## src/hw/rtl/sm83_pkg.sv

```systemverilog
// Shared types and constants for the SM83 subset core.
// Holds ALU request/response structs, opcode codes and reset values.
// No dependencies.
package sm83_pkg;

   // request command codes
   localparam logic [1:0] CMD_LOAD = 2'd0;
   localparam logic [1:0] CMD_EXEC = 2'd1;
   localparam logic [1:0] CMD_READ = 2'd2;

   // response status codes
   localparam logic [1:0] ST_DONE    = 2'd0;
   localparam logic [1:0] ST_BAD     = 2'd1;
   localparam logic [1:0] ST_IGNORED = 2'd2;

   // 8-bit register index in opcode fields
   localparam logic [2:0] REG_B   = 3'd0;
   localparam logic [2:0] REG_C   = 3'd1;
   localparam logic [2:0] REG_D   = 3'd2;
   localparam logic [2:0] REG_E   = 3'd3;
   localparam logic [2:0] REG_H   = 3'd4;
   localparam logic [2:0] REG_L   = 3'd5;
   localparam logic [2:0] REG_MEM = 3'd6;
   localparam logic [2:0] REG_A   = 3'd7;

   // reset values
   localparam logic [7:0]  A_RESET  = 8'h01;
   localparam logic [7:0]  F_RESET  = 8'hB0;
   localparam logic [7:0]  B_RESET  = 8'h00;
   localparam logic [7:0]  C_RESET  = 8'h13;
   localparam logic [7:0]  D_RESET  = 8'h00;
   localparam logic [7:0]  E_RESET  = 8'hD8;
   localparam logic [7:0]  H_RESET  = 8'h01;
   localparam logic [7:0]  L_RESET  = 8'h4D;
   localparam logic [15:0] SP_RESET = 16'hFFFE;
   localparam logic [15:0] PC_RESET = 16'h0100;
   localparam logic [7:0]  IO_PAGE  = 8'hFF;
   localparam logic [7:0]  F_MASK   = 8'hF0;

   // opcodes
   localparam logic [7:0] OP_NOP      = 8'h00;
   localparam logic [7:0] OP_DI       = 8'hF3;
   localparam logic [7:0] OP_RRCA     = 8'h0F;
   localparam logic [7:0] OP_RRA      = 8'h1F;
   localparam logic [7:0] OP_LD_BC_A  = 8'h02;
   localparam logic [7:0] OP_LD_A_BC  = 8'h0A;
   localparam logic [7:0] OP_LD_DE_A  = 8'h12;
   localparam logic [7:0] OP_LD_A_DE  = 8'h1A;
   localparam logic [7:0] OP_LD_B_N   = 8'h06;
   localparam logic [7:0] OP_LD_C_N   = 8'h0E;
   localparam logic [7:0] OP_LD_D_N   = 8'h16;
   localparam logic [7:0] OP_LD_E_N   = 8'h1E;
   localparam logic [7:0] OP_LD_H_N   = 8'h26;
   localparam logic [7:0] OP_LD_L_N   = 8'h2E;
   localparam logic [7:0] OP_LD_M_N   = 8'h36;
   localparam logic [7:0] OP_LD_A_N   = 8'h3E;
   localparam logic [7:0] OP_LDI_M_A  = 8'h22;
   localparam logic [7:0] OP_LDI_A_M  = 8'h2A;
   localparam logic [7:0] OP_LDD_M_A  = 8'h32;
   localparam logic [7:0] OP_LDD_A_M  = 8'h3A;
   localparam logic [7:0] OP_LDH_N_A  = 8'hE0;
   localparam logic [7:0] OP_LDH_C_A  = 8'hE2;
   localparam logic [7:0] OP_LD_NN_A  = 8'hEA;
   localparam logic [7:0] OP_LDH_A_N  = 8'hF0;
   localparam logic [7:0] OP_LDH_A_C  = 8'hF2;
   localparam logic [7:0] OP_LD_A_NN  = 8'hFA;
   localparam logic [7:0] OP_LD_BC_NN = 8'h01;
   localparam logic [7:0] OP_LD_DE_NN = 8'h11;
   localparam logic [7:0] OP_LD_HL_NN = 8'h21;
   localparam logic [7:0] OP_LD_SP_NN = 8'h31;
   localparam logic [7:0] OP_POP_BC   = 8'hC1;
   localparam logic [7:0] OP_POP_DE   = 8'hD1;
   localparam logic [7:0] OP_POP_HL   = 8'hE1;
   localparam logic [7:0] OP_POP_AF   = 8'hF1;
   localparam logic [7:0] OP_PUSH_BC  = 8'hC5;
   localparam logic [7:0] OP_PUSH_DE  = 8'hD5;
   localparam logic [7:0] OP_PUSH_HL  = 8'hE5;
   localparam logic [7:0] OP_PUSH_AF  = 8'hF5;
   localparam logic [7:0] OP_LD_NN_SP = 8'h08;
   localparam logic [7:0] OP_LD_SP_HL = 8'hF9;
   localparam logic [7:0] OP_INC_D    = 8'h14;
   localparam logic [7:0] OP_INC_E    = 8'h1C;
   localparam logic [7:0] OP_INC_H    = 8'h24;
   localparam logic [7:0] OP_INC_L    = 8'h2C;
   localparam logic [7:0] OP_INC_A    = 8'h3C;
   localparam logic [7:0] OP_DEC_B    = 8'h05;
   localparam logic [7:0] OP_DEC_C    = 8'h0D;
   localparam logic [7:0] OP_DEC_E    = 8'h1D;
   localparam logic [7:0] OP_DEC_H    = 8'h25;
   localparam logic [7:0] OP_DEC_L    = 8'h2D;
   localparam logic [7:0] OP_DEC_M    = 8'h35;
   localparam logic [7:0] OP_DEC_A    = 8'h3D;
   localparam logic [7:0] OP_ADD_N    = 8'hC6;
   localparam logic [7:0] OP_ADC_N    = 8'hCE;
   localparam logic [7:0] OP_SUB_N    = 8'hD6;
   localparam logic [7:0] OP_CP_N     = 8'hFE;
   localparam logic [7:0] OP_OR_B     = 8'hB0;
   localparam logic [7:0] OP_OR_C     = 8'hB1;
   localparam logic [7:0] OP_OR_M     = 8'hB6;
   localparam logic [7:0] OP_OR_A     = 8'hB7;
   localparam logic [7:0] OP_XOR_C    = 8'hA9;
   localparam logic [7:0] OP_XOR_L    = 8'hAD;
   localparam logic [7:0] OP_XOR_M    = 8'hAE;
   localparam logic [7:0] OP_XOR_A    = 8'hAF;
   localparam logic [7:0] OP_XOR_N    = 8'hEE;
   localparam logic [7:0] OP_AND_N    = 8'hE6;
   localparam logic [7:0] OP_INC_BC   = 8'h03;
   localparam logic [7:0] OP_INC_DE   = 8'h13;
   localparam logic [7:0] OP_INC_HL   = 8'h23;
   localparam logic [7:0] OP_ADD_HLHL = 8'h29;
   localparam logic [7:0] OP_JR       = 8'h18;
   localparam logic [7:0] OP_JR_NZ    = 8'h20;
   localparam logic [7:0] OP_JR_Z     = 8'h28;
   localparam logic [7:0] OP_JR_NC    = 8'h30;
   localparam logic [7:0] OP_JR_C     = 8'h38;
   localparam logic [7:0] OP_JP       = 8'hC3;
   localparam logic [7:0] OP_CALL_NZ  = 8'hC4;
   localparam logic [7:0] OP_CALL     = 8'hCD;
   localparam logic [7:0] OP_RET_Z    = 8'hC8;
   localparam logic [7:0] OP_RET      = 8'hC9;
   localparam logic [7:0] OP_RET_NC   = 8'hD0;
   localparam logic [7:0] OP_RET_C    = 8'hD8;
   localparam logic [7:0] OP_JP_HL    = 8'hE9;
   localparam logic [7:0] OP_PREFIX   = 8'hCB;
   localparam logic [7:0] OP_HALT     = 8'h76;

   // CB sub-opcodes
   localparam logic [7:0] CB_RR_C  = 8'h19;
   localparam logic [7:0] CB_RR_D  = 8'h1A;
   localparam logic [7:0] CB_RR_E  = 8'h1B;
   localparam logic [7:0] CB_SRL_B = 8'h38;

   typedef enum logic [3:0] {
      ALU_ADD, ALU_ADC, ALU_SUB, ALU_INC, ALU_DEC,
      ALU_AND, ALU_OR, ALU_XOR, ALU_SHR
   } alu_kind_type;

   typedef struct packed {
      alu_kind_type kind;
      logic [7:0]   a;
      logic [7:0]   b;
      logic [7:0]   flags;
      logic         top;
      logic         zclr;
   } alu_req_type;

   typedef struct packed {
      logic [7:0] res;
      logic [7:0] flags;
   } alu_rsp_type;

   // number of immediate bytes after the opcode (prefix sub-opcode counts)
   function automatic logic [1:0] imm_count(input logic [7:0] op);
      logic [1:0] n;
      n = 2'd0;
      unique case (op)
         OP_LD_B_N, OP_LD_C_N, OP_LD_D_N, OP_LD_E_N, OP_LD_H_N, OP_LD_L_N,
         OP_LD_M_N, OP_LD_A_N, OP_LDH_N_A, OP_LDH_A_N, OP_ADD_N, OP_ADC_N,
         OP_SUB_N, OP_CP_N, OP_XOR_N, OP_AND_N, OP_JR, OP_JR_NZ, OP_JR_Z,
         OP_JR_NC, OP_JR_C, OP_PREFIX:
            n = 2'd1;
         OP_LD_BC_NN, OP_LD_DE_NN, OP_LD_HL_NN, OP_LD_SP_NN, OP_LD_NN_A,
         OP_LD_A_NN, OP_LD_NN_SP, OP_JP, OP_CALL_NZ, OP_CALL:
            n = 2'd2;
         default: n = 2'd0;
      endcase
      return n;
   endfunction

   // 8-bit register select; memory index reads as zero (caller fetches it)
   function automatic logic [7:0] sel8(input logic [2:0] idx,
                                       input logic [7:0] b, input logic [7:0] c,
                                       input logic [7:0] d, input logic [7:0] e,
                                       input logic [7:0] h, input logic [7:0] l,
                                       input logic [7:0] a);
      logic [7:0] v;
      unique case (idx)
         REG_B:   v = b;
         REG_C:   v = c;
         REG_D:   v = d;
         REG_E:   v = e;
         REG_H:   v = h;
         REG_L:   v = l;
         REG_MEM: v = 8'h00;
         REG_A:   v = a;
      endcase
      return v;
   endfunction

endpackage

```

## src/hw/rtl/sm83_alu.sv

```systemverilog
// 8-bit ALU of the SM83 subset core: add, subtract, logic, right shifts.
// Depends on sm83_pkg for the request and response structs.
module sm83_alu (
   input  sm83_pkg::alu_req_type req,
   output sm83_pkg::alu_rsp_type rsp
);
   import sm83_pkg::*;

   logic [8:0] t;
   logic [7:0] bop;
   logic       cin;
   logic       is_sub;
   logic       keep_c;
   logic       z;

   always_comb begin
      bop    = req.b;
      cin    = 1'b0;
      is_sub = 1'b0;
      keep_c = 1'b0;
      t      = 9'd0;
      z      = 1'b0;
      rsp    = '0;
      unique case (req.kind)
         ALU_ADD, ALU_ADC, ALU_INC: begin
            if (req.kind == ALU_INC) begin
               bop    = 8'h01;
               keep_c = 1'b1;
            end
            if (req.kind == ALU_ADC) begin
               cin = req.flags[4];
            end
            t = {1'b0, req.a} + {1'b0, bop} + {8'h00, cin};
         end
         ALU_SUB, ALU_DEC: begin
            is_sub = 1'b1;
            if (req.kind == ALU_DEC) begin
               bop    = 8'h01;
               keep_c = 1'b1;
            end
            t = {1'b0, req.a} - {1'b0, bop};
         end
         ALU_AND: t = {1'b0, req.a & req.b};
         ALU_OR:  t = {1'b0, req.a | req.b};
         ALU_XOR: t = {1'b0, req.a ^ req.b};
         ALU_SHR: t = {1'b0, req.top, req.a[7:1]};
         default: t = 9'd0;
      endcase
      z       = (t[7:0] == 8'h00);
      rsp.res = t[7:0];
      unique case (req.kind)
         ALU_ADD, ALU_ADC, ALU_INC, ALU_SUB, ALU_DEC: begin
            rsp.flags = {z, is_sub, t[4] ^ req.a[4] ^ bop[4],
                         keep_c ? req.flags[4] : t[8], 4'h0};
         end
         ALU_AND:         rsp.flags = {z, 1'b0, 1'b1, 5'h00};
         ALU_OR, ALU_XOR: rsp.flags = {z, 7'h00};
         ALU_SHR:         rsp.flags = {z & ~req.zclr, 2'b00, req.a[0], 4'h0};
         default:         rsp.flags = 8'h00;
      endcase
   end
endmodule

```

## config.mk

```make
export PLATFORM = sky130hd
export DESIGN_NAME = sm83_alu
export DESIGN_NICKNAME = d
export VERILOG_FILES = /design/src/hw/rtl/sm83_pkg.sv /design/src/hw/rtl/sm83_alu.sv
export SDC_FILE = /design/constraint.sdc
export NUM_CORES = 1
export LEC_CHECK = 0
export ABC_CLOCK_PERIOD_IN_PS = 2950
export BUFFER_PORTS_ARGS = -buffer_cell sky130_fd_sc_hd__buf_4
export CAP_MARGIN = 20
export CORE_ASPECT_RATIO = 2
export CORE_MARGIN = 3
export CORE_UTILIZATION = 30
export DETAILED_ROUTE_END_ITERATION = 16
export PLACE_DENSITY = 0.55
export SYNTH_ARGS = -nofsm -noshare
export SYNTH_HDL_FRONTEND = slang
export SYNTH_SLANG_ARGS = --single-unit
```

## constraint.sdc

```tcl
create_clock -name vclk -period 2.95
set_input_delay 0 -clock vclk [all_inputs]
set_output_delay 0 -clock vclk [all_outputs]
set_load 0.01 [all_outputs]
```

# Word-level counts from Yosys, hierarchy flattened
# Index checks and enable logic that the tools add are counted.
# classes
addsub	3
multipliers	0
div_mod_pow	0
magnitude_cmp	0
eq_ne	8
shift	0
muxes	14
bitwise	7
n_reduce_logical	6
# op_table
op	n
one-hot mux 9 bit (6 select lines)	1
two-way mux 8 bit	4
one-hot mux 8 bit (4 select lines)	1
== test 4 x 3 -> 1 bit, second input constant	4
one-hot mux 5 bit (2 select lines)	1
adder 8 x 8 -> 9 bit	1
adder 9 x 1 -> 9 bit	1
subtractor 8 x 8 -> 9 bit	1
AND 8 bit	1
== test 4 x 2 -> 1 bit, second input constant	2
logical NOT 8 bit	1
OR 8 bit	1
XOR 8 bit	1
two-way mux 1 bit	6
OR reduction 5 bit	1
== test 4 x 1 -> 1 bit, second input constant	1
== test 4 bit, second input constant	1
logical NOT 4 bit	1
OR reduction 2 bit	2
OR reduction 3 bit	1
one-hot mux 1 bit (2 select lines)	1
XOR 1 bit	2
AND 1 bit	1
inverter 1 bit	1
# word_totals
regBits	0
latchBits	0
ram_bits	0
mem_bits_ro	0
inputBits	30
out_inout_bits	16
word_cells	38
n_memories	0

# Logic depth before layout (Yosys ltp)
# Gate-level depths: netlist of run 1.
# logic_depth
word_depth	9
ltp_mapped	14
depth_no_buf	12

# Least setup slack after synthesis of run 1
# Ideal clock, no wire load.
# synth_timing
path_kind	input-to-output
startpoint	in req[28] in the netlist's numbering
endpoint	out rsp[7] in the netlist's numbering
t_arrival_ns	3.319
slack_ns	-0.369
stages	14
path_buffers	2
cell_sequence	clkbuf_1 > nor2_1 > and3_1 > clkbuf_1 > or2_2 > fa_1 > fa_1 > a211oi_1 > nor2_1 > a211oi_1 > nor2_1 > xor2_1 > a221o_1 > nor4_2
# synth_rtl
item	line	rtl
start: declaration	sm83_alu.sv:4	input sm83_pkg::alu_req_type req,
end: declaration	sm83_alu.sv:5	output sm83_pkg::alu_rsp_type rsp

==> metrics.md, run 1 <==
| Metric | Value |
|---|---|
| Critical path launch point | req[27] |
| Filler cell count | 589 |
| Status | complete, no violations |
| Routed wire length | between 5000 and 6000 microns |
| Die Y-Extent | between 100 and 150 microns |
| Combinational Power Share | 1.000 |
| Synth cell count leaders | ha_1 (31), nor2_1 (30), inv_1 (23), nand2_1 (18) |
| First-pass GRT wire length | 8380 microns |
| Cell taking the most area after synthesis | ha_1 |
| Post-synth top area share | 0.240 |
| Placed cell count | approximately 330 |
| Core Region | slightly above 5000 sq um |
| Post-Synth Adder-Cell Area | 0.278 |
| Fmax | 351 MHz |
| Detail Placement HPWL | roughly 4400 microns |
| Hold crit path type | in -> out |
| Hold Buf Count CTS | 0 |
| Hold_sp | req[27] |
| Cells after Synth | around 230 |
| Post-Syn Area per Cell | 6.90 sq um |
| Initial antenna violation count | 0 |
| Reg power frac | 0 |
| Residual DRC | 0 |
| Final max-slew violation count | 0 |
| Vias per inst | around 5.5 |
| Synthesis Warnings | 0 |
| Final worst slack | about 0.1 ns |
| CP startpoint kind | input port |
| Area delta synth->final | 28.4% |
| Clock group share of total power | 0 |
| Largest net degree at the start of global routing | 18 |
| Total gr overflow | 0 |
| Post-Syn Area | 1610 sq um |
| Final period util | 0.967 |
| I/O pins | 46 |
| Setup crit end kind | primary output |
| Simple-Gate Fraction of Synth Area | 0.260 |
| Sw frac | 0.534 |
| Reg area | 0 sq um |
| Final Hold Viols | 0 |
| Worst Path Arrival | between 2 and 3 ns |
| CLK BUF | 0 |
| XOR/XNOR Fraction of Synth Area | 0.0651 |
| CP max FO | 4 |
| Initial Utilization | 0.311 |
| DRT antenna net count | 0 |
| TritonRoute pass-1 iters | 4 |
| CP Capture Point | rsp[7] |
| IO Port Bufs | 35 |
| Main combinational cell family by area after synthesis | adder cells |
| Max IR drop VDD | roughly 0.085 mV |
| Tmin final | around 2.9 ns |
| P_leak | 1.03 nW |
| Hold Path Stages | 4 |
| Top-count cell post-synth | ha_1 |
| Worst slew margin | 0.615 |
| Worst-margin pin slew | approximately 0.58 ns |
| Pint | ~0.00019 W |
| Ranking of synthesized cells by area | ha_1 (24%), nor2_1 (7.0%), inv_1 (5.3%), mux2i_1 (5.0%), nand2_1 (4.2%) |
| Diodes inserted | 0 |
| Row cnt | 37 |
| Final cell count without fillers | around 330 |
| FF+latch count | 0 |
| Routed length per instance | around 16 microns |
| Final core utilization | 0.400 |
| Setup-failing EPs final | 0 |
| Setup TNS | 0 ns |
| Seq/Total Area, Yosys | 0 |
| DP Worst Slack | 0.0731 ns |
| Layout cells sized above 1 | 0.244 |
| P_sw | between 0.0002 and 0.00025 W |
| Mux cell area share after synthesis | 0.0496 |
| Routability cong. | about 0.84 |
| Die X | between 50 and 60 microns |
| Post-CTS Setup Bufs | 0 |
| Cell Pwr Density | 192 nW/um^2 |
| Worst Path Required | approximately 3 ns |
| Violation count after the first detailed-route iteration | 45 |
| Unrepaired setup endpoints after global routing | yes |
| Die area | 6350 sq um |
| Area occupied by multi-input gates | 1520 sq um |
| Complex-gate fraction of the synthesized area | 0.252 |
| Number of global-route vias before repair | between 1500 and 2000 |
| Post-synth cell types | 50 |
| DR vias | approximately 1800 |
| Global Route Usage Sum | 0.164 |
| Max Cap Viol | 0 |
| Setup Crit Path Kind | in -> out |
| Nets | around 340 |
how the worst min path moves through the flow:
stage	endpoint	slack (ns)
after floorplan	rsp[5]	0.17
after global placement	rsp[5]	0.50
after detailed placement	rsp[5]	0.50
after CTS	rsp[5]	0.50
after global routing	rsp[5]	0.51
final	rsp[5]	0.48
stage by stage:
| step | power (W) | hold WS [ns] | cell area, sq um |
|---|---|---|---|
| 6_report | 0.000398 | 0.480 | 2070 |
| 5_1_grt | 0.000441 | 0.506 | 2070 |
| 4_1_cts | 0.000389 | 0.502 | 2030 |
| 3_5_place_dp | 0.000387 | 0.504 | 2030 |
| 3_3_place_gp | 0.000384 | 0.500 | 2030 |
| 2_1_floorplan | 0.000250 | 0.169 | 1650 |
worst max-delay path, stage by stage:
cell      delay (ns)
buf_6           0.10
and3_4          0.17
or2_4           0.23
fa_2            0.43
fa_2            0.42
a211oi_2        0.21
nor2_2          0.08
a211oi_2        0.21
nor2_2          0.08
xor2_1          0.14
a221o_1         0.35
nor4_4          0.27
buf_4           0.15
repair_timing:
item,CTS,global route
endpoints found under the hold margin,0,0
setup endpoints to repair,0,3
gates resized for setup,0,11
layout make-up:
| cell class | instances | share of cell area |
|---|---|---|
| inverter | 23 | 0.0416 |
| tap | 58 | 0.0350 |
| multi-input combinational | 201 | 0.735 |
| timing repair buffer | 51 | 0.188 |
power groups by stage:
stage / registers (W) / logic [W] / clock network [W]
CTS: 0 / 0.000389 / 0
global route: 0 / 0.000441 / 0
finish: 0 / 0.000398 / 0
global placement: 0 / 0.000384 / 0
detailed placement: 0 / 0.000387 / 0
floorplan: 0 / 0.000250 / 0
layout by cell type (no fill, tap or decap), types with 5 or more instances in the layout:
cell / n
a21oi_1: 11
buf_4: 49
ha_1: 31
inv_1: 23
mux2i_1: 8
nand2_1: 18
nand2b_1: 7
nor2_1: 27
nor2b_1: 5
nor3_1: 5
o21ai_0: 10
xnor2_1: 7
xor2_1: 5
layer usage:
metal | share of wire | vias up | wire [microns] | track usage
met1 | 0.37 | 851 | 1920 | 0.180
met2 | 0.56 | 54 | 2930 | 0.333
li1 | - | 909 | - | -
met4 | 0.028 | 0 | 144 | 0.0265
met5 | 0 | - | 0 | 0
met3 | 0.043 | 10 | 227 | 0.00823
logic make-up (layout without fill, tap and decap cells):
| kind of cell | after synthesis | in the layout |
|---|---|---|
| buf+inv | 36 | 74 |
| other cells | 1 | 4 |
| compound gates | 58 | 58 |
| xor+xnor | 12 | 12 |
| mux | 8 | 8 |
| fa+ha+maj | 34 | 34 |
| simple gates | 85 | 85 |
No activity file was read; power rests on OpenSTA's default activity.
==> run 2, diff against run 1 <==
--- a/config.mk
+++ b/config.mk
@@ -5,6 +5,7 @@
 export SDC_FILE = /design/constraint.sdc
 export NUM_CORES = 1
 export LEC_CHECK = 0
+export ABC_AREA = 1
 export ABC_CLOCK_PERIOD_IN_PS = 2950
 export BUFFER_PORTS_ARGS = -buffer_cell sky130_fd_sc_hd__buf_4
 export CAP_MARGIN = 20
==> metrics.md, run 2 <==
| Metric | Value |
|---|---|
| Status | complete, no violations |
| Clock group share of total power | 0 (unchanged) |
| Die X | 57.9 microns (+0.10%) |
| Cell Pwr Density | 171 nW/um^2 (-11%) |
| Fmax | 401 MHz (+14%) |
| Hold Buf Count CTS | 0 (unchanged) |
| Final max-slew violation count | 0 (unchanged) |
| Final period util | 0.846 (-0.121) |
| Routed wire length | 5110 microns (-2.1%) |
| Worst Path Arrival | 2.50 ns (-0.35 ns) |
| Post-CTS sizing | 0 (unchanged) |
| Final Hold Viols | 0 (unchanged) |
| DR vias | 1900 (+4.2%) |
| Most common cell after layout, fill and taps aside | nand2_1 |
| Ranking of synthesized cells by area | ha_1 (24%), nand2_1 (19%), inv_1 (13%), nor2_1 (9.5%), nand3_1 (7.4%) |
| CP max FO | 5 (+1) |
| Number of global-route vias before repair | 1877 (+6.4%) |
| Post-CTS Setup Bufs | 0 (unchanged) |
| IO Port Bufs | 35 (unchanged) |
| Layout cells sized above 1 | 0.145 (-0.0986) |
| Max Cap Viol | 0 (unchanged) |
| CLK BUF | 0 (unchanged) |
| P_leak | 1.20 nW (+16%) |
| Die area | 6360 sq um (+0.21%) |
| Synth cell count leaders | nand2_1 (80), inv_1 (55), nor2_1 (41), ha_1 (31), nand3_1 (24) |
| Cells after Synth | 297 (+27%) |
| Largest net degree at the start of global routing | 12 (-6) |
| Violation count after the first detailed-route iteration | 43 (-4.4%) |
| Global Route Usage Sum | 0.163 (-0.000314) |
| Residual DRC | 0 (unchanged) |
| Routability cong. | 0.868 (+3.3%) |
| Post-synth cell types | 27 (-46%) |
| TritonRoute pass-1 iters | 5 (+1) |
| Post-Syn Area per Cell | 5.45 sq um (-21%) |
| Total gr overflow | 0 (unchanged) |
| Reg area | 0 sq um (unchanged) |
| Worst Hold End | rsp[4] |
| Setup-failing EPs final | 0 (unchanged) |
| DRT antenna net count | 0 (unchanged) |
| Diodes inserted | 0 (unchanged) |
| Worst Path Required | 2.95 ns (about the same) |
| Hold crit path type | in -> out |
| Top-count cell post-synth | nand2_1 |
| P_sw | 0.000196 W (-7.7%) |
| Max IR drop VDD | 0.100 mV (+18%) |
| FF+latch count | 0 (unchanged) |
| Cell taking the most area after synthesis | ha_1 |
| Nets | 397 (+16%) |
| Setup Crit Path Kind | in -> out |
| Tmin final | 2.50 ns (-0.357 ns) |
| Seq/Total Area, Yosys | 0 (unchanged) |
| Setup crit end kind | primary output |
| Row cnt | 37 (unchanged) |
| Unrepaired setup endpoints after global routing | no |
| Pint | 0.000134 W (-28%) |
| Post-synth top area share | 0.240 (-0.000558) |
| Placed cell area | 1930 sq um (-4.9%) |
| Hold Path Stages | 5 (+1) |
| Initial antenna violation count | 0 (unchanged) |
| First-pass GRT wire length | 8260 microns (-1.4%) |
| Combinational Power Share | 1.000 (about the same) |
| Routed length per instance | 13.1 microns (-16%) |
| Initial Utilization | 0.312 (+0.000724) |
| Post-route cell area | 1930 sq um (-6.7%) |
| Post-Syn Area | 1620 sq um (+0.23%) |
| Sw frac | 0.594 (+0.0599) |
| Core Region | 5180 sq um (unchanged) |
| Hold_sp | req[6] |
| Vias per inst | 4.88 (-11%) |
| Area delta synth->final | 19.6% |
| Detail Placement HPWL | 4470 microns (+1.9%) |
| Reg power frac | 0 (unchanged) |
| Die Y-Extent | 110 microns (+0.11%) |
| Most frequent cells in the layout | nand2_1 (80), inv_1 (55), nor2_1 (41) |
| I/O pins | 46 (unchanged) |
| Synthesis Warnings | 0 (unchanged) |
| CP startpoint kind | input port |
| Setup TNS | 0 ns (unchanged) |
[run 2: power groups by stage]
stage | clock, W | combinational (W) | sequential, W
final | 0 | 0.000330 | 0
after global routing | 0 | 0.000380 | 0
after CTS | 0 | 0.000332 | 0
after detailed placement | 0 | 0.000330 | 0
after global placement | 0 | 0.000326 | 0
after floorplan | 0 | 0.000212 | 0
[run 2: worst max path at each step]
| stage | start | end | depth (start not counted) |
|---|---|---|---|
| final | req[26] | rsp[7] | 19 |
| after CTS | req[28] | rsp[7] | 18 |
| after global routing | req[28] | rsp[7] | 18 |
| after floorplan | req[26] | rsp[7] | 17 |
| after detailed placement | req[28] | rsp[7] | 18 |
| after global placement | req[26] | rsp[7] | 19 |
[run 2: metal layers]
metal	part of all wire	track usage	wire length, microns
met1	0.38	0.168	1920
met2	0.54	0.328	2770
met3	0.045	0.0153	232
met4	0.037	0.0531	187
met5	0	0	0
[run 2: cell families after synthesis]
family | Yosys count | share of synthesized area
AO/OA/AOI/OAI | 35 | 0.123
adder cells (fa/ha/maj) | 34 | 0.277
XOR/XNOR | 3 | 0.0162
AND/OR/NAND/NOR | 163 | 0.428
other | 1 | 0.00232
buffers and inverters | 61 | 0.154
[run 2: final cells by class]
cell class,count,area (sq um)
multi-input combinational,239,1380
fill,613,3250
tap,58,72.6
timing repair buffer,36,270
inverter,56,211
[run 2: worst max-delay path: stages]
cell and delay [ns]:
buf_4 0.13, nand2_1 0.09, inv_1 0.06, nand2_1 0.14, nand2_1 0.10, fa_1 0.43
fa_1 0.43, nand2_1 0.11, nand2_1 0.08, nand2_1 0.06, nand2_1 0.04, nand3_1 0.09
nand2_1 0.07, nor2_2 0.14, nand3_1 0.11, nor2_1 0.11, nand3_1 0.08, nor2_1 0.09
buf_4 0.12
[run 2: through the flow]
stage,hold slack [ns],setup WS [ns],cells,utilization,total power (W)
4_1_cts,0.452,0.448,389,0.373,0.000332
3_5_place_dp,0.452,0.472,389,0.373,0.000330
6_report,0.451,0.454,389,0.373,0.000330
5_1_grt,0.497,0.184,389,0.373,0.000380
3_3_place_gp,0.458,0.481,389,0.373,0.000326
2_1_floorplan,0.194,0.980,300,-,0.000212
